==> config.mk <==
export PLATFORM = sky130hd
export DESIGN_NAME = servo_pulse_generator_core
export DESIGN_NICKNAME = d
export VERILOG_FILES = /design/src/sv/spg_pkg.sv /design/src/sv/spg_interp.sv /design/src/sv/spg_channel.sv /design/src/sv/servo_pulse_generator_core.sv
export SDC_FILE = /design/constraint.sdc
export NUM_CORES = 1
export LEC_CHECK = 0
export ABC_AREA = 0
export BUFFER_PORTS_ARGS = -buffer_cell sky130_fd_sc_hd__buf_2
export CAP_MARGIN = 10
export CORE_ASPECT_RATIO = 1.75
export CORE_MARGIN = 2
export CORE_UTILIZATION = 30
export DETAILED_ROUTE_END_ITERATION = 10
export GPL_ROUTABILITY_DRIVEN = 0
export SYNTH_ARGS = -nofsm -noshare
export SYNTH_HDL_FRONTEND = slang
export SYNTH_HIERARCHICAL = 1
export SYNTH_SLANG_ARGS = --single-unit
==> constraint.sdc <==
create_clock -name i_clk -period 12.2 [get_ports i_clk]
set_input_delay 0.61 -clock i_clk [delete_from_list [all_inputs] [get_ports i_clk]]
set_output_delay 0.61 -clock i_clk [all_outputs]
set_load 0.01 [all_outputs]
==> src/sv/spg_pkg.sv <==
// Shared types and constants of the servo pulse generator.
package spg_pkg;

    localparam int unsigned CAL_ENTRY_W = 12;
    localparam int unsigned CAL_ENTRIES = 5;
    localparam int unsigned CAL_W       = CAL_ENTRY_W * CAL_ENTRIES;
    localparam int unsigned PULSE_W     = 12;
    localparam int unsigned ANGLE_W     = 13;
    localparam int unsigned CFG_ADDR_W  = 1;

    localparam logic [CFG_ADDR_W-1:0] CFG_CAL_A = 1'b0;
    localparam logic [CFG_ADDR_W-1:0] CFG_CAL_B = 1'b1;

    localparam logic [CAL_W-1:0] CAL_A_RESET = 60'h8986A45143841F4;
    localparam logic [CAL_W-1:0] CAL_B_RESET = 60'h9C486564041B1F4;

    // per-channel control for one item leaving the pulse pipeline
    typedef struct packed {
        logic en;
        logic set;
        logic tick;
    } t_chan_ctl;

endpackage

==> src/sv/spg_interp.sv <==
// Two-stage piecewise linear map from angle to pulse width.
module spg_interp (
    input  logic                                  i_clk,
    input  logic                                  i_en,
    input  logic signed [spg_pkg::ANGLE_W-1:0]    i_angle,
    input  logic        [spg_pkg::CAL_W-1:0]      i_cal,
    output logic        [spg_pkg::PULSE_W-1:0]    o_pulse_width
);
    import spg_pkg::*;

    localparam logic signed [ANGLE_W-1:0] ANG_LIM = 13'sd1440;
    localparam logic [11:0] SEG1 = 12'd720;
    localparam logic [11:0] SEG2 = 12'd1440;
    localparam logic [11:0] SEG3 = 12'd2160;
    // bias that makes the product non-negative: 720 * 4096
    localparam logic signed [23:0] NUM_BIAS = 24'sd2949120;
    // ceil(2^24 / 45), exact for dividends up to 381300
    localparam logic [18:0] RECIP_45 = 19'd372828;

    logic signed [ANGLE_W-1:0] ang_c;
    logic signed [ANGLE_W-1:0] s_full;
    logic [11:0]               s;
    logic [1:0]                seg;
    logic [11:0]               base;
    logic [9:0]                off;
    logic [CAL_ENTRY_W-1:0]    lo;
    logic [CAL_ENTRY_W-1:0]    hi;
    logic signed [12:0]        diff;
    logic signed [23:0]        n_num;

    logic signed [23:0]        r_num;
    logic [CAL_ENTRY_W-1:0]    r_lo;

    logic signed [23:0]        biased;
    logic [18:0]               y16;
    logic [37:0]               prod;

    always_comb begin
        priority if (i_angle < -ANG_LIM) begin
            ang_c = -ANG_LIM;
        end else if (i_angle > ANG_LIM) begin
            ang_c = ANG_LIM;
        end else begin
            ang_c = i_angle;
        end
        s_full = ang_c + ANG_LIM;
        s      = s_full[11:0];

        priority if (s >= SEG3) begin
            seg = 2'd3;
        end else if (s >= SEG2) begin
            seg = 2'd2;
        end else if (s >= SEG1) begin
            seg = 2'd1;
        end else begin
            seg = 2'd0;
        end

        unique case (seg)
            2'd0: begin
                base = 12'd0;
                lo   = i_cal[11:0];
                hi   = i_cal[23:12];
            end
            2'd1: begin
                base = SEG1;
                lo   = i_cal[23:12];
                hi   = i_cal[35:24];
            end
            2'd2: begin
                base = SEG2;
                lo   = i_cal[35:24];
                hi   = i_cal[47:36];
            end
            default: begin
                base = SEG3;
                lo   = i_cal[47:36];
                hi   = i_cal[59:48];
            end
        endcase

        off   = 10'(s - base);
        diff  = $signed({1'b0, hi}) - $signed({1'b0, lo});
        n_num = 24'($signed({1'b0, off})) * 24'(diff);
    end

    always_ff @(posedge i_clk) begin
        if (i_en) begin
            r_num <= n_num;
            r_lo  <= lo;
        end
    end

    // floor(num / 720) = floor(floor(num / 16) / 45), biased to stay unsigned;
    // the bias adds 4096 to the quotient, which vanishes modulo 2^12
    always_comb begin
        biased        = r_num + NUM_BIAS;
        y16           = biased[22:4];
        prod          = 38'(y16) * 38'(RECIP_45);
        o_pulse_width = r_lo + prod[35:24];
    end

endmodule

==> src/sv/spg_channel.sv <==
// Burst frame counter and line level of one servo channel.
module spg_channel #(
    parameter int unsigned FRAME_TICKS  = 20000,
    parameter int unsigned BURST_FRAMES = 50
) (
    input  logic                            i_clk,
    input  logic                            i_rst_n,
    input  spg_pkg::t_chan_ctl              i_ctl,
    input  logic [spg_pkg::PULSE_W-1:0]     i_pulse_width,
    output logic                            o_level,
    output logic                            o_busy_next
);
    import spg_pkg::*;

    localparam int unsigned FT_W = $clog2(FRAME_TICKS);
    localparam int unsigned FR_W = $clog2(BURST_FRAMES + 1);

    logic [PULSE_W-1:0] r_pulse;
    logic [FT_W-1:0]    r_count;
    logic [FR_W-1:0]    r_frames;
    logic [FT_W-1:0]    n_count;
    logic [FR_W-1:0]    n_frames;
    logic               active;

    assign active  = (r_frames != '0);
    assign o_level = i_ctl.tick && active && (r_count < FT_W'(r_pulse));

    always_comb begin
        n_count  = r_count;
        n_frames = r_frames;
        if (i_ctl.set) begin
            n_count  = '0;
            n_frames = FR_W'(BURST_FRAMES);
        end else if (i_ctl.tick && active) begin
            if (r_count == FT_W'(FRAME_TICKS - 1)) begin
                n_count  = '0;
                n_frames = r_frames - 1'b1;
            end else begin
                n_count = r_count + 1'b1;
            end
        end
    end

    assign o_busy_next = (n_frames != '0);

    always_ff @(posedge i_clk) begin
        if (!i_rst_n) begin
            r_count  <= '0;
            r_frames <= '0;
        end else if (i_ctl.en) begin
            r_count  <= n_count;
            r_frames <= n_frames;
        end
    end

    always_ff @(posedge i_clk) begin
        if (i_ctl.en && i_ctl.set) begin
            r_pulse <= i_pulse_width;
        end
    end

endmodule

==> src/sv/servo_pulse_generator_core.sv <==
// Two-channel servo pulse generator with calibrated angle-to-pulse mapping.
//
//  channel | handshake                  | payload
//  --------+----------------------------+------------------------------------------
//  in      | i_valid / o_stall          | i_func, i_servo_select, i_angle
//  out     | o_valid / i_stall          | o_line_level_a/b, o_pulse_width, o_busy_a/b
//  cfg     | i_cfg_we                   | i_cfg_addr, i_cfg_data
//
// One item per cycle while the output is not stalled; an accepted item passes the
// input register, the product register and the result register before o_valid rises.
// The multiply-by-reciprocal division by 720 in the second stage sets the cycle time.
// Synchronous active-low reset clears pipeline valids and the burst counters;
// calibration registers return to their default tables.
// A stall on the output freezes the whole pipeline; a one-item skid register at the
// input absorbs the item in flight, and o_stall is that register's valid flag.
module servo_pulse_generator_core #(
    parameter int unsigned FRAME_TICKS  = 20000,
    parameter int unsigned BURST_FRAMES = 50
) (
    input  logic                                   i_clk,
    input  logic                                   i_rst_n,
    // input items
    input  logic                                   i_valid,
    output logic                                   o_stall,
    input  logic                                   i_func,
    input  logic                                   i_servo_select,
    input  logic signed [spg_pkg::ANGLE_W-1:0]     i_angle,
    // result items
    output logic                                   o_valid,
    input  logic                                   i_stall,
    output logic                                   o_line_level_a,
    output logic                                   o_line_level_b,
    output logic        [spg_pkg::PULSE_W-1:0]     o_pulse_width,
    output logic                                   o_busy_a,
    output logic                                   o_busy_b,
    // configuration writes
    input  logic                                   i_cfg_we,
    input  logic        [spg_pkg::CFG_ADDR_W-1:0]  i_cfg_addr,
    input  logic        [spg_pkg::CAL_W-1:0]       i_cfg_data
);
    import spg_pkg::*;

    // calibration tables
    logic [CAL_W-1:0] r_cal_a;
    logic [CAL_W-1:0] r_cal_b;

    // input skid register
    logic                      r_skid_valid;
    logic                      r_skid_func;
    logic                      r_skid_sel;
    logic signed [ANGLE_W-1:0] r_skid_angle;

    // stage A: accepted item
    logic                      r_a_valid;
    logic                      r_a_func;
    logic                      r_a_sel;
    logic signed [ANGLE_W-1:0] r_a_angle;

    // stage B: product registered inside the interpolator
    logic                      r_b_valid;
    logic                      r_b_func;
    logic                      r_b_sel;

    logic                      advance;
    logic                      take;
    logic [PULSE_W-1:0]        pulse_b;
    t_chan_ctl                 ctl_a;
    t_chan_ctl                 ctl_b;
    logic                      level_a;
    logic                      level_b;
    logic                      busy_a_next;
    logic                      busy_b_next;

    // Move the pipeline whenever the result register is free or being emptied.
    assign advance = !o_valid || !i_stall;
    assign o_stall = r_skid_valid;
    assign take    = i_valid && !o_stall;

    always_ff @(posedge i_clk) begin
        if (!i_rst_n) begin
            r_cal_a <= CAL_A_RESET;
            r_cal_b <= CAL_B_RESET;
        end else if (i_cfg_we) begin
            unique case (i_cfg_addr)
                CFG_CAL_A: r_cal_a <= i_cfg_data;
                CFG_CAL_B: r_cal_b <= i_cfg_data;
                default:   ;
            endcase
        end
    end

    // Valid flags of skid, stages and result.
    always_ff @(posedge i_clk) begin
        if (!i_rst_n) begin
            r_skid_valid <= 1'b0;
            r_a_valid    <= 1'b0;
            r_b_valid    <= 1'b0;
            o_valid      <= 1'b0;
        end else if (advance) begin
            r_skid_valid <= 1'b0;
            r_a_valid    <= r_skid_valid || take;
            r_b_valid    <= r_a_valid;
            o_valid      <= r_b_valid;
        end else if (take) begin
            r_skid_valid <= 1'b1;
        end
    end

    // Payload moves without reset.
    always_ff @(posedge i_clk) begin
        if (!advance && take) begin
            r_skid_func  <= i_func;
            r_skid_sel   <= i_servo_select;
            r_skid_angle <= i_angle;
        end
        if (advance) begin
            if (r_skid_valid) begin
                r_a_func  <= r_skid_func;
                r_a_sel   <= r_skid_sel;
                r_a_angle <= r_skid_angle;
            end else begin
                r_a_func  <= i_func;
                r_a_sel   <= i_servo_select;
                r_a_angle <= i_angle;
            end
            r_b_func <= r_a_func;
            r_b_sel  <= r_a_sel;
            if (r_b_valid) begin
                o_line_level_a <= level_a;
                o_line_level_b <= level_b;
                o_pulse_width  <= r_b_func ? pulse_b : '0;
                o_busy_a       <= busy_a_next;
                o_busy_b       <= busy_b_next;
            end
        end
    end

    spg_interp u_interp (
        .i_clk         (i_clk),
        .i_en          (advance),
        .i_angle       (r_a_angle),
        .i_cal         (r_a_sel ? r_cal_b : r_cal_a),
        .o_pulse_width (pulse_b)
    );

    // Channel state changes only as an item enters the result register.
    always_comb begin
        ctl_a.en   = advance && r_b_valid;
        ctl_a.set  = r_b_func && !r_b_sel;
        ctl_a.tick = !r_b_func;
        ctl_b.en   = advance && r_b_valid;
        ctl_b.set  = r_b_func && r_b_sel;
        ctl_b.tick = !r_b_func;
    end

    spg_channel #(
        .FRAME_TICKS  (FRAME_TICKS),
        .BURST_FRAMES (BURST_FRAMES)
    ) u_chan_a (
        .i_clk         (i_clk),
        .i_rst_n       (i_rst_n),
        .i_ctl         (ctl_a),
        .i_pulse_width (pulse_b),
        .o_level       (level_a),
        .o_busy_next   (busy_a_next)
    );

    spg_channel #(
        .FRAME_TICKS  (FRAME_TICKS),
        .BURST_FRAMES (BURST_FRAMES)
    ) u_chan_b (
        .i_clk         (i_clk),
        .i_rst_n       (i_rst_n),
        .i_ctl         (ctl_b),
        .i_pulse_width (pulse_b),
        .o_level       (level_b),
        .o_busy_next   (busy_b_next)
    );

`ifndef SYNTHESIS
    // A high line in a tick can never be the last tick of a burst.
    a_level_a_busy: assert property (@(posedge i_clk) disable iff (!i_rst_n)
        o_valid && o_line_level_a |-> o_busy_a)
        else $error("channel a high while burst ended");

    a_level_b_busy: assert property (@(posedge i_clk) disable iff (!i_rst_n)
        o_valid && o_line_level_b |-> o_busy_b)
        else $error("channel b high while burst ended");

    // A nonzero pulse only comes from a set item, which starts a burst and drives no line.
    a_set_result: assert property (@(posedge i_clk) disable iff (!i_rst_n)
        o_valid && (o_pulse_width != '0) |->
            !o_line_level_a && !o_line_level_b && (o_busy_a || o_busy_b))
        else $error("set result inconsistent");

    // The skid entry is held until the pipeline moves.
    a_skid_hold: assert property (@(posedge i_clk) disable iff (!i_rst_n)
        r_skid_valid && !advance |=> r_skid_valid)
        else $error("skid item lost");
`endif

endmodule
==> run_results.csv, run 1 <==
group,metric,value,unit
detailed_routing,ant_nets,0,
timing,grt_setup_unrepaired,"false",
final_layout,layout_commonest_cell,"inv_1",
synthesis,postSynthCellCount,2498,
min_path,holdCritPathClass,"in -> reg",
clock_network,cts_root_buf,"clkbuf_16",
floorplanning,rows,135,
run,drv_cap,0,
floorplanning,fp.dieArea,0.0807,mm²
run_status,status,"complete, no violations",
floorplanning,io_pins,99,
detailed_routing,wl_per_cell,16.7,µm
timing,relSlewSlack,36.8,%
detailed_routing,firstDrtPassIters,9,
final_layout,nNetsFinal,3115,
synthesis,synth-compound-area-share,10.1,%
global_routing,grt_max_degree,92,
timing,finalHoldViolCount,0,
setup_path,cpMostUsedCell,"fa_1",
place,port_buffers,98,
clock_network,htree_levels,1,
timing,holdWs,0.226,ns
final_layout,drive_above_1_share,11.3,%
synthesis,yosys.cell_types.count,74,
synthesis,ys_ff_latch,269,
setup_path,r2r_setup_slack,0.71,ns
place,preCtsSetupSlack,0.160,ns
timing,worst_slew_pin_slew,0.941,ns
floorplanning,die_x,216,µm
timing,fin_setup_tns,0,ns
setup_path,cp-start-kind,"flip-flop",
clock_network,cts_tree,"yes",
floorplanning,coreArea,0.0775,mm²
detailed_routing,viasPerCell,4.77,
setup_path,critPathMaxStageDelay,0.56,ns
synthesis,synth_edf_count,103,
clock_network,holdBufCountCts,0,
timing,fin_crit_sh,94.1,%
setup_path,crit_type,"reg -> reg",
place,dp_hpwl,48.4,mm
global_routing,first_global_vias,18100,
synthesis,synthAdderAreaFrac,31.6,%
clock_network,clk_latency,0.58,ns
synthesis,yosys.area_share.simple,14.9,%
setup_path,critPathRequiredTime,12.63,ns
synthesis,synth_seq_area_share,27.3,%
clock_network,clk_pin_slew,0.06,ns
timing,post-route-min-period,11.49,ns
detailed_routing,wl,60.4,mm
final_layout,area_growth_syn_to_layout,11.1,%
global_routing,grt_pass1_wl,97.6,mm
setup_path,end_kind,"flip-flop",
synthesis,ys.flop_type,"dfxtp_1",
synthesis,synth_top_family_by_area,"adder cells",
setup_path,critPathSlowestCell,"fa_1",
setup_path,cp_max_fo,22,
clock_network,cts_buffers,28,
timing,fmax,87.1,MHz
synthesis,syn-cell-area,0.0235,mm²
timing,finClkSkew,0.0308,ns
timing,setup-violations-final,0,
detailed_routing,drc,0,
detailed_routing,vias,17300,
setup_path,arrival,11.92,ns
clock_network,cts_buffer_depth,3,
floorplanning,die_h,374,µm
global_routing,grt_remaining_overflow,0,
timing,timing.final.ws_setup,0.714,ns
global_routing,grt_usage,15.1,%
synthesis,avgSynthCellArea,9.41,µm²
final_layout,layout_common_cells,"inv_1 (372), nand2_1 (342), ha_1 (239)",
clock_network,cts_sinks,269,
synthesis,synth_fp_nets,3040,
detailed_routing,drt_iter0_drc,1011,
synthesis,synthArstFlopShare,0,%
floorplanning,start_util,30.3,%
global_routing,grt_antenna_before_repair,1,
synthesis,synth-xor-area-share,3.82,%
synthesis,synthMuxAreaShare,4.38,%
timing,slew_viol_final,0,
synthesis,yosysWarnings,6,
==> per-stage QoR <==
step / utilization [%] / cell area [µm²] / instances
6_report: 33.7 / 26100 / 3626
5_1_grt: 33.7 / 26100 / 3622
4_1_cts: 33.6 / 26000 / 3619
3_5_place_dp: 32.4 / 25100 / 3567
3_3_place_gp: 32.4 / 25100 / 3567
2_1_floorplan: - / 23500 / 2498
==> critical path: cells and delay by family (launching register included) <==
kind	cells	cell delay, ns
AO/OA/AOI/OAI	11	2.61
adder cells (fa/ha/maj)	9	3.75
AND/OR/NAND/NOR	13	3.05
multiplexers	1	0.35
XOR/XNOR	1	0.14
flip-flops	1	0.49
buffers and inverters	7	0.93
==> sequential cells by signal, indices dropped and copies added (netlist names), 13 cells and up <==
register and cells:
r_skid_angle 13, r_cal_b 60, u_interp/r_num 19, u_chan_b/r_count 15
r_a_angle 13, r_cal_a 60, u_chan_a/r_count 15
==> worst paths after layout <==
| check | start | endpoint | cells past startpoint |
|---|---|---|---|
| max reg2reg | r_a_angle[6] | u_interp/r_num[18] | 42 |
| max | r_a_angle[6] | u_interp/r_num[18] | 42 |
| min | i_servo_select | r_skid_sel | 1 |
| min reg2reg | r_cal_a[31] | r_cal_a[31] | 2 |
==> logic make-up after synthesis <==
| family | Yosys count |
|---|---|
| multiplexers | 93 |
| XOR/XNOR | 101 |
| flip-flops | 269 |
| buffers and inverters | 458 |
| AO/OA/AOI/OAI | 347 |
| AND/OR/NAND/NOR | 769 |
| adder cells (fa/ha/maj) | 461 |
==> synthesized netlist by cell type (8+ instances only) <==
| library cell | number | area (µm²) |
|---|---|---|
| and2_1 | 28 | 175 |
| xor2_1 | 33 | 289 |
| or3_1 | 11 | 68.8 |
| a21boi_1 | 75 | 563 |
| nand2_1 | 344 | 1290 |
| xnor2_1 | 67 | 587 |
| a21o_1 | 27 | 203 |
| or2_2 | 11 | 68.8 |
| a31oi_1 | 12 | 75.1 |
| buf_4 | 13 | 97.6 |
| a21oi_1 | 73 | 365 |
| buf_2 | 29 | 145 |
| a22oi_1 | 13 | 97.6 |
| dfxtp_1 | 166 | 3320 |
| nand2b_1 | 34 | 213 |
| nand4_1 | 20 | 125 |
| clkbuf_1 | 35 | 131 |
| nand3_1 | 72 | 360 |
| mux2i_1 | 15 | 150 |
| inv_1 | 372 | 1400 |
| and3_1 | 8 | 50.1 |
| o21ai_1 | 9 | 45.0 |
| ha_1 | 239 | 2990 |
| edfxtp_1 | 103 | 3090 |
| a222oi_1 | 13 | 130 |
| nor3_1 | 21 | 105 |
| fa_1 | 222 | 4440 |
| nor2b_1 | 14 | 87.6 |
| nor2_1 | 169 | 634 |
| nor3b_1 | 8 | 60.1 |
| o211ai_1 | 12 | 90.1 |
| a211oi_1 | 9 | 67.6 |
| o21ai_0 | 41 | 205 |
| o21a_1 | 14 | 105 |
| mux2_2 | 78 | 878 |
==> final cells by class <==
cell class,instances,area (µm²)
Antenna cell,4,10.0
Clock buffer,34,754
Clock inverter,18,191
Fill cell,7917,51400
Inverter,373,1400
Multi-Input combinational cell,1771,15300
Sequential cell,269,6420
Tap cell,1027,1280
Timing Repair Buffer,130,746
==> timing repair <==
action                                  CTS  global route
endpoints found under the hold margin     0             0
resized for setup                         0            12
endpoints found under the setup margin    0            10
setup buffers                             0             3
==> metal layers <==
metal | part of all wire (%) | track usage [%] | wire length (µm)
met3 | 2.5 | 1.04 | 1510
met4 | 4.6 | 6.27 | 2790
met5 | 0 | 0 | 0
met2 | 54 | 29.1 | 32500
met1 | 39 | 17.0 | 23600
Power of run 1 is not shown: default switching activity piles up to over one toggle a cycle in this logic, so the estimate is an artifact.
==> run 2: changes to the inputs <==
CTS_CLUSTER_DIAMETER = 150   (was not set)
SLEW_MARGIN = 20   (was not set)
SYNTH_HIERARCHICAL = not set   (was 1)
==> run 2 against run 1 <==
Against the previous run:
- worst hold slack got worse by 0.0086 ns
- clock skew decreased by 0.0062 ns
- first-iteration DRC count decreased by 3.5%
- cell area decreased by 1.8%
- utilization about the same
- global-route usage increased by 0.78 points
- fmax increased by 1.4%
- non-clock buffer count decreased by 5
- worst setup slack improved by 0.16 ns
- critical path type unchanged
- critical endpoint is now u_interp.r_num[21]
- highest routed layer is now met5
==> run_results.csv, run 2 <==
group,metric,value,unit
run_status,status,"complete, no violations",
final_layout,largestRegisters,"r_cal_a x60, r_cal_b x60, u_interp.r_num x19",
floorplanning,rows,134,
detailed_routing,firstDrtPassIters,6,
setup_path,crit_type,"reg -> reg",
timing,finClkSkew,0.0247,ns
synthesis,synth_most_common_cell,"inv_1",
global_routing,grt_pass1_wl,97.7,mm
timing,grt_setup_unrepaired,"false",
synthesis,yosysTopAreaCell,"fa_1",
final_layout,regArea,0.00642,mm²
min_path,hp-start,"i_servo_select",
min_path,holdCritPathClass,"in -> reg",
setup_path,critPathRequiredTime,12.59,ns
synthesis,yosysWarnings,0,
detailed_routing,wl_per_cell,17.1,µm
clock_network,clk_pin_slew,0.06,ns
setup_path,cp-start-kind,"flip-flop",
setup_path,cp_max_fo,11,
final_layout,layout_common_cells,"inv_1 (365), nand2_1 (339), ha_1 (239)",
clock_network,cts_setup_buffers,0,
final_layout,multi_input_area,0.0149,mm²
setup_path,arrival,11.71,ns
timing,slew_viol_final,0,
synthesis,synth_edf_count,103,
detailed_routing,drt_iter0_drc,976,
final_layout,utilization,33.7,%
timing,fin_setup_tns,0,ns
global_routing,grt_remaining_overflow,0,
floorplanning,io_pins,99,
detailed_routing,ant_nets,0,
synthesis,avgSynthCellArea,9.31,µm²
setup_path,end_kind,"flip-flop",
clock_network,holdBufCountCts,0,
setup_path,reg2reg_to,"u_interp.r_num[21]",
synthesis,syn-cell-area,0.0230,mm²
synthesis,yosysTopAreaCellShare,19.3,%
floorplanning,coreArea,0.0761,mm²
floorplanning,start_util,30.2,%
synthesis,synth_fp_nets,3012,
global_routing,grt_usage,15.9,%
final_layout,layout_commonest_cell,"inv_1",
clock_network,htree_levels,1,
synthesis,synthArstFlopShare,0,%
timing,relSlewSlack,30.0,%
timing,fmax,88.3,MHz
floorplanning,die_x,213,µm
floorplanning,die_h,370,µm
detailed_routing,wl,61.5,mm
final_layout,drive_above_1_share,10.3,%
synthesis,ys_ff_latch,269,
place,dp_cells,3533,
floorplanning,fp.dieArea,0.0790,mm²
synthesis,synth_seq_area_share,27.9,%
synthesis,synth_area_leaders,"fa_1 (19%), dfxtp_1 (14%), edfxtp_1 (13%)",
clock_network,cts_buffers,29,
clock_network,cts_resized,0,
clock_network,cts_buffer_depth,3,
setup_path,r2r_setup_slack,0.87,ns
synthesis,yosys.cell_types.count,75,
min_path,worst_hold_path.endpoint,"r_skid_sel",
setup_path,cpMostUsedCell,"fa_1",
timing,finalHoldViolCount,0,
setup_path,r2r-start,"r_a_angle[10]",
place,dp_hpwl,49.6,mm
final_layout,nNetsFinal,3086,
synthesis,postSynthCellCount,2470,
final_layout,area_growth_syn_to_layout,11.5,%
final_layout,instances_no_fill,3588,
place,port_buffers,98,
timing,fin_crit_sh,92.9,%
clock_network,cts_sinks,269,
timing,post-route-min-period,11.33,ns
global_routing,first_global_vias,18200,
setup_path,critPathSlowestCell,"fa_1",
clock_network,clk_latency,0.59,ns
setup_path,critPathMaxStageDelay,0.55,ns
timing,setup-violations-final,0,
detailed_routing,viasPerCell,4.82,
detailed_routing,vias,17300,
min_path,min_path_cells,1,
synthesis,yosys-top-cells-count,"inv_1 (366), nand2_1 (341), ha_1 (239)",
synthesis,ys.flop_type,"dfxtp_1",
detailed_routing,drc,0,
setup_path,reg2regPathDepth,39,
run,drv_cap,0,
clock_network,cts_root_buf,"clkbuf_16",
final_layout,fillCellCount,7907,
clock_network,cts_tree,"yes",
global_routing,grt_max_degree,61,
global_routing,grt_antenna_before_repair,7,
timing,worst_slew_pin_slew,1.05,ns
-- run 2: changes by cell type in the layout (fill, tap and decap cells not counted), sizes merged, moves of 12 or more --
cell	previous run	this run
mux2	78	58
a22oi	13	1
xor2	33	51
a211oi	9	21
nor2	169	149
a21oi	74	162
a21boi	80	5
mux2i	15	30
xnor2	67	53
nor3	21	35
-- run 2: cells by family (layout without fill, tap and decap cells) --
| group | after synthesis | count (layout) | share of synthesized area [%] |
|---|---|---|---|
| flops | 269 | 269 | 27.9 |
| fa+ha+maj | 461 | 461 | 32.3 |
| simple gates | 749 | 749 | 14.7 |
| mux | 88 | 88 | 4.15 |
| other cells | 0 | 2 | 0 |
| compound gates | 350 | 350 | 9.45 |
| xor+xnor | 105 | 105 | 4.09 |
| buf+inv | 448 | 544 | 7.35 |
-- run 2: worst max-delay path by stage --
stage,start,endpoint,cells after the start
global route,r_a_angle[3],u_interp.r_num[21],39
finish,r_a_angle[10],u_interp.r_num[21],39
detailed placement,r_a_angle[10],u_interp.r_num[21],39
global placement,r_a_angle[10],u_interp.r_num[21],39
floorplan,r_a_angle[10],u_interp.r_num[21],39
CTS,r_a_angle[10],u_interp.r_num[21],39
-- run 2: final cells by class --
cell class,instances,area share [%]
inverters,366,5.36
repair buffers,125,2.70
well taps,1020,4.98
clock buffers,41,3.29
flip-flops and latches,269,25.0
diodes,2,0.0195
multi-input cells,1753,58.2
clock inverters,12,0.439
-- run 2: layer usage --
metal  GRT usage [%]  share of wire (%)
met5               0               0.11
met4            8.28                5.9
met3            1.79                3.7
met2            30.6                 54
met1            16.6                 36
-- run 2: critical path: cells and delay by family, from the launching register on --
kind / cells / cell delay, ns
compound gates: 18 / 3.64
buf+inv: 5 / 0.68
xor+xnor: 1 / 0.45
flops: 1 / 0.46
simple gates: 6 / 1.93
fa+ha+maj: 9 / 3.93
-- run 2: per-stage QoR --
stage                     worst slack [ns]  hold slack (ns)  area [µm²]
after floorplan                       1.93            0.400       23000
after global placement                1.19            0.407       24700
after detailed placement              1.01            0.407       24700
after CTS                            0.964            0.186       25600
after global routing                 0.171            0.197       25600
final                                0.870            0.217       25600
Power of run 2 is left out for the same reason.
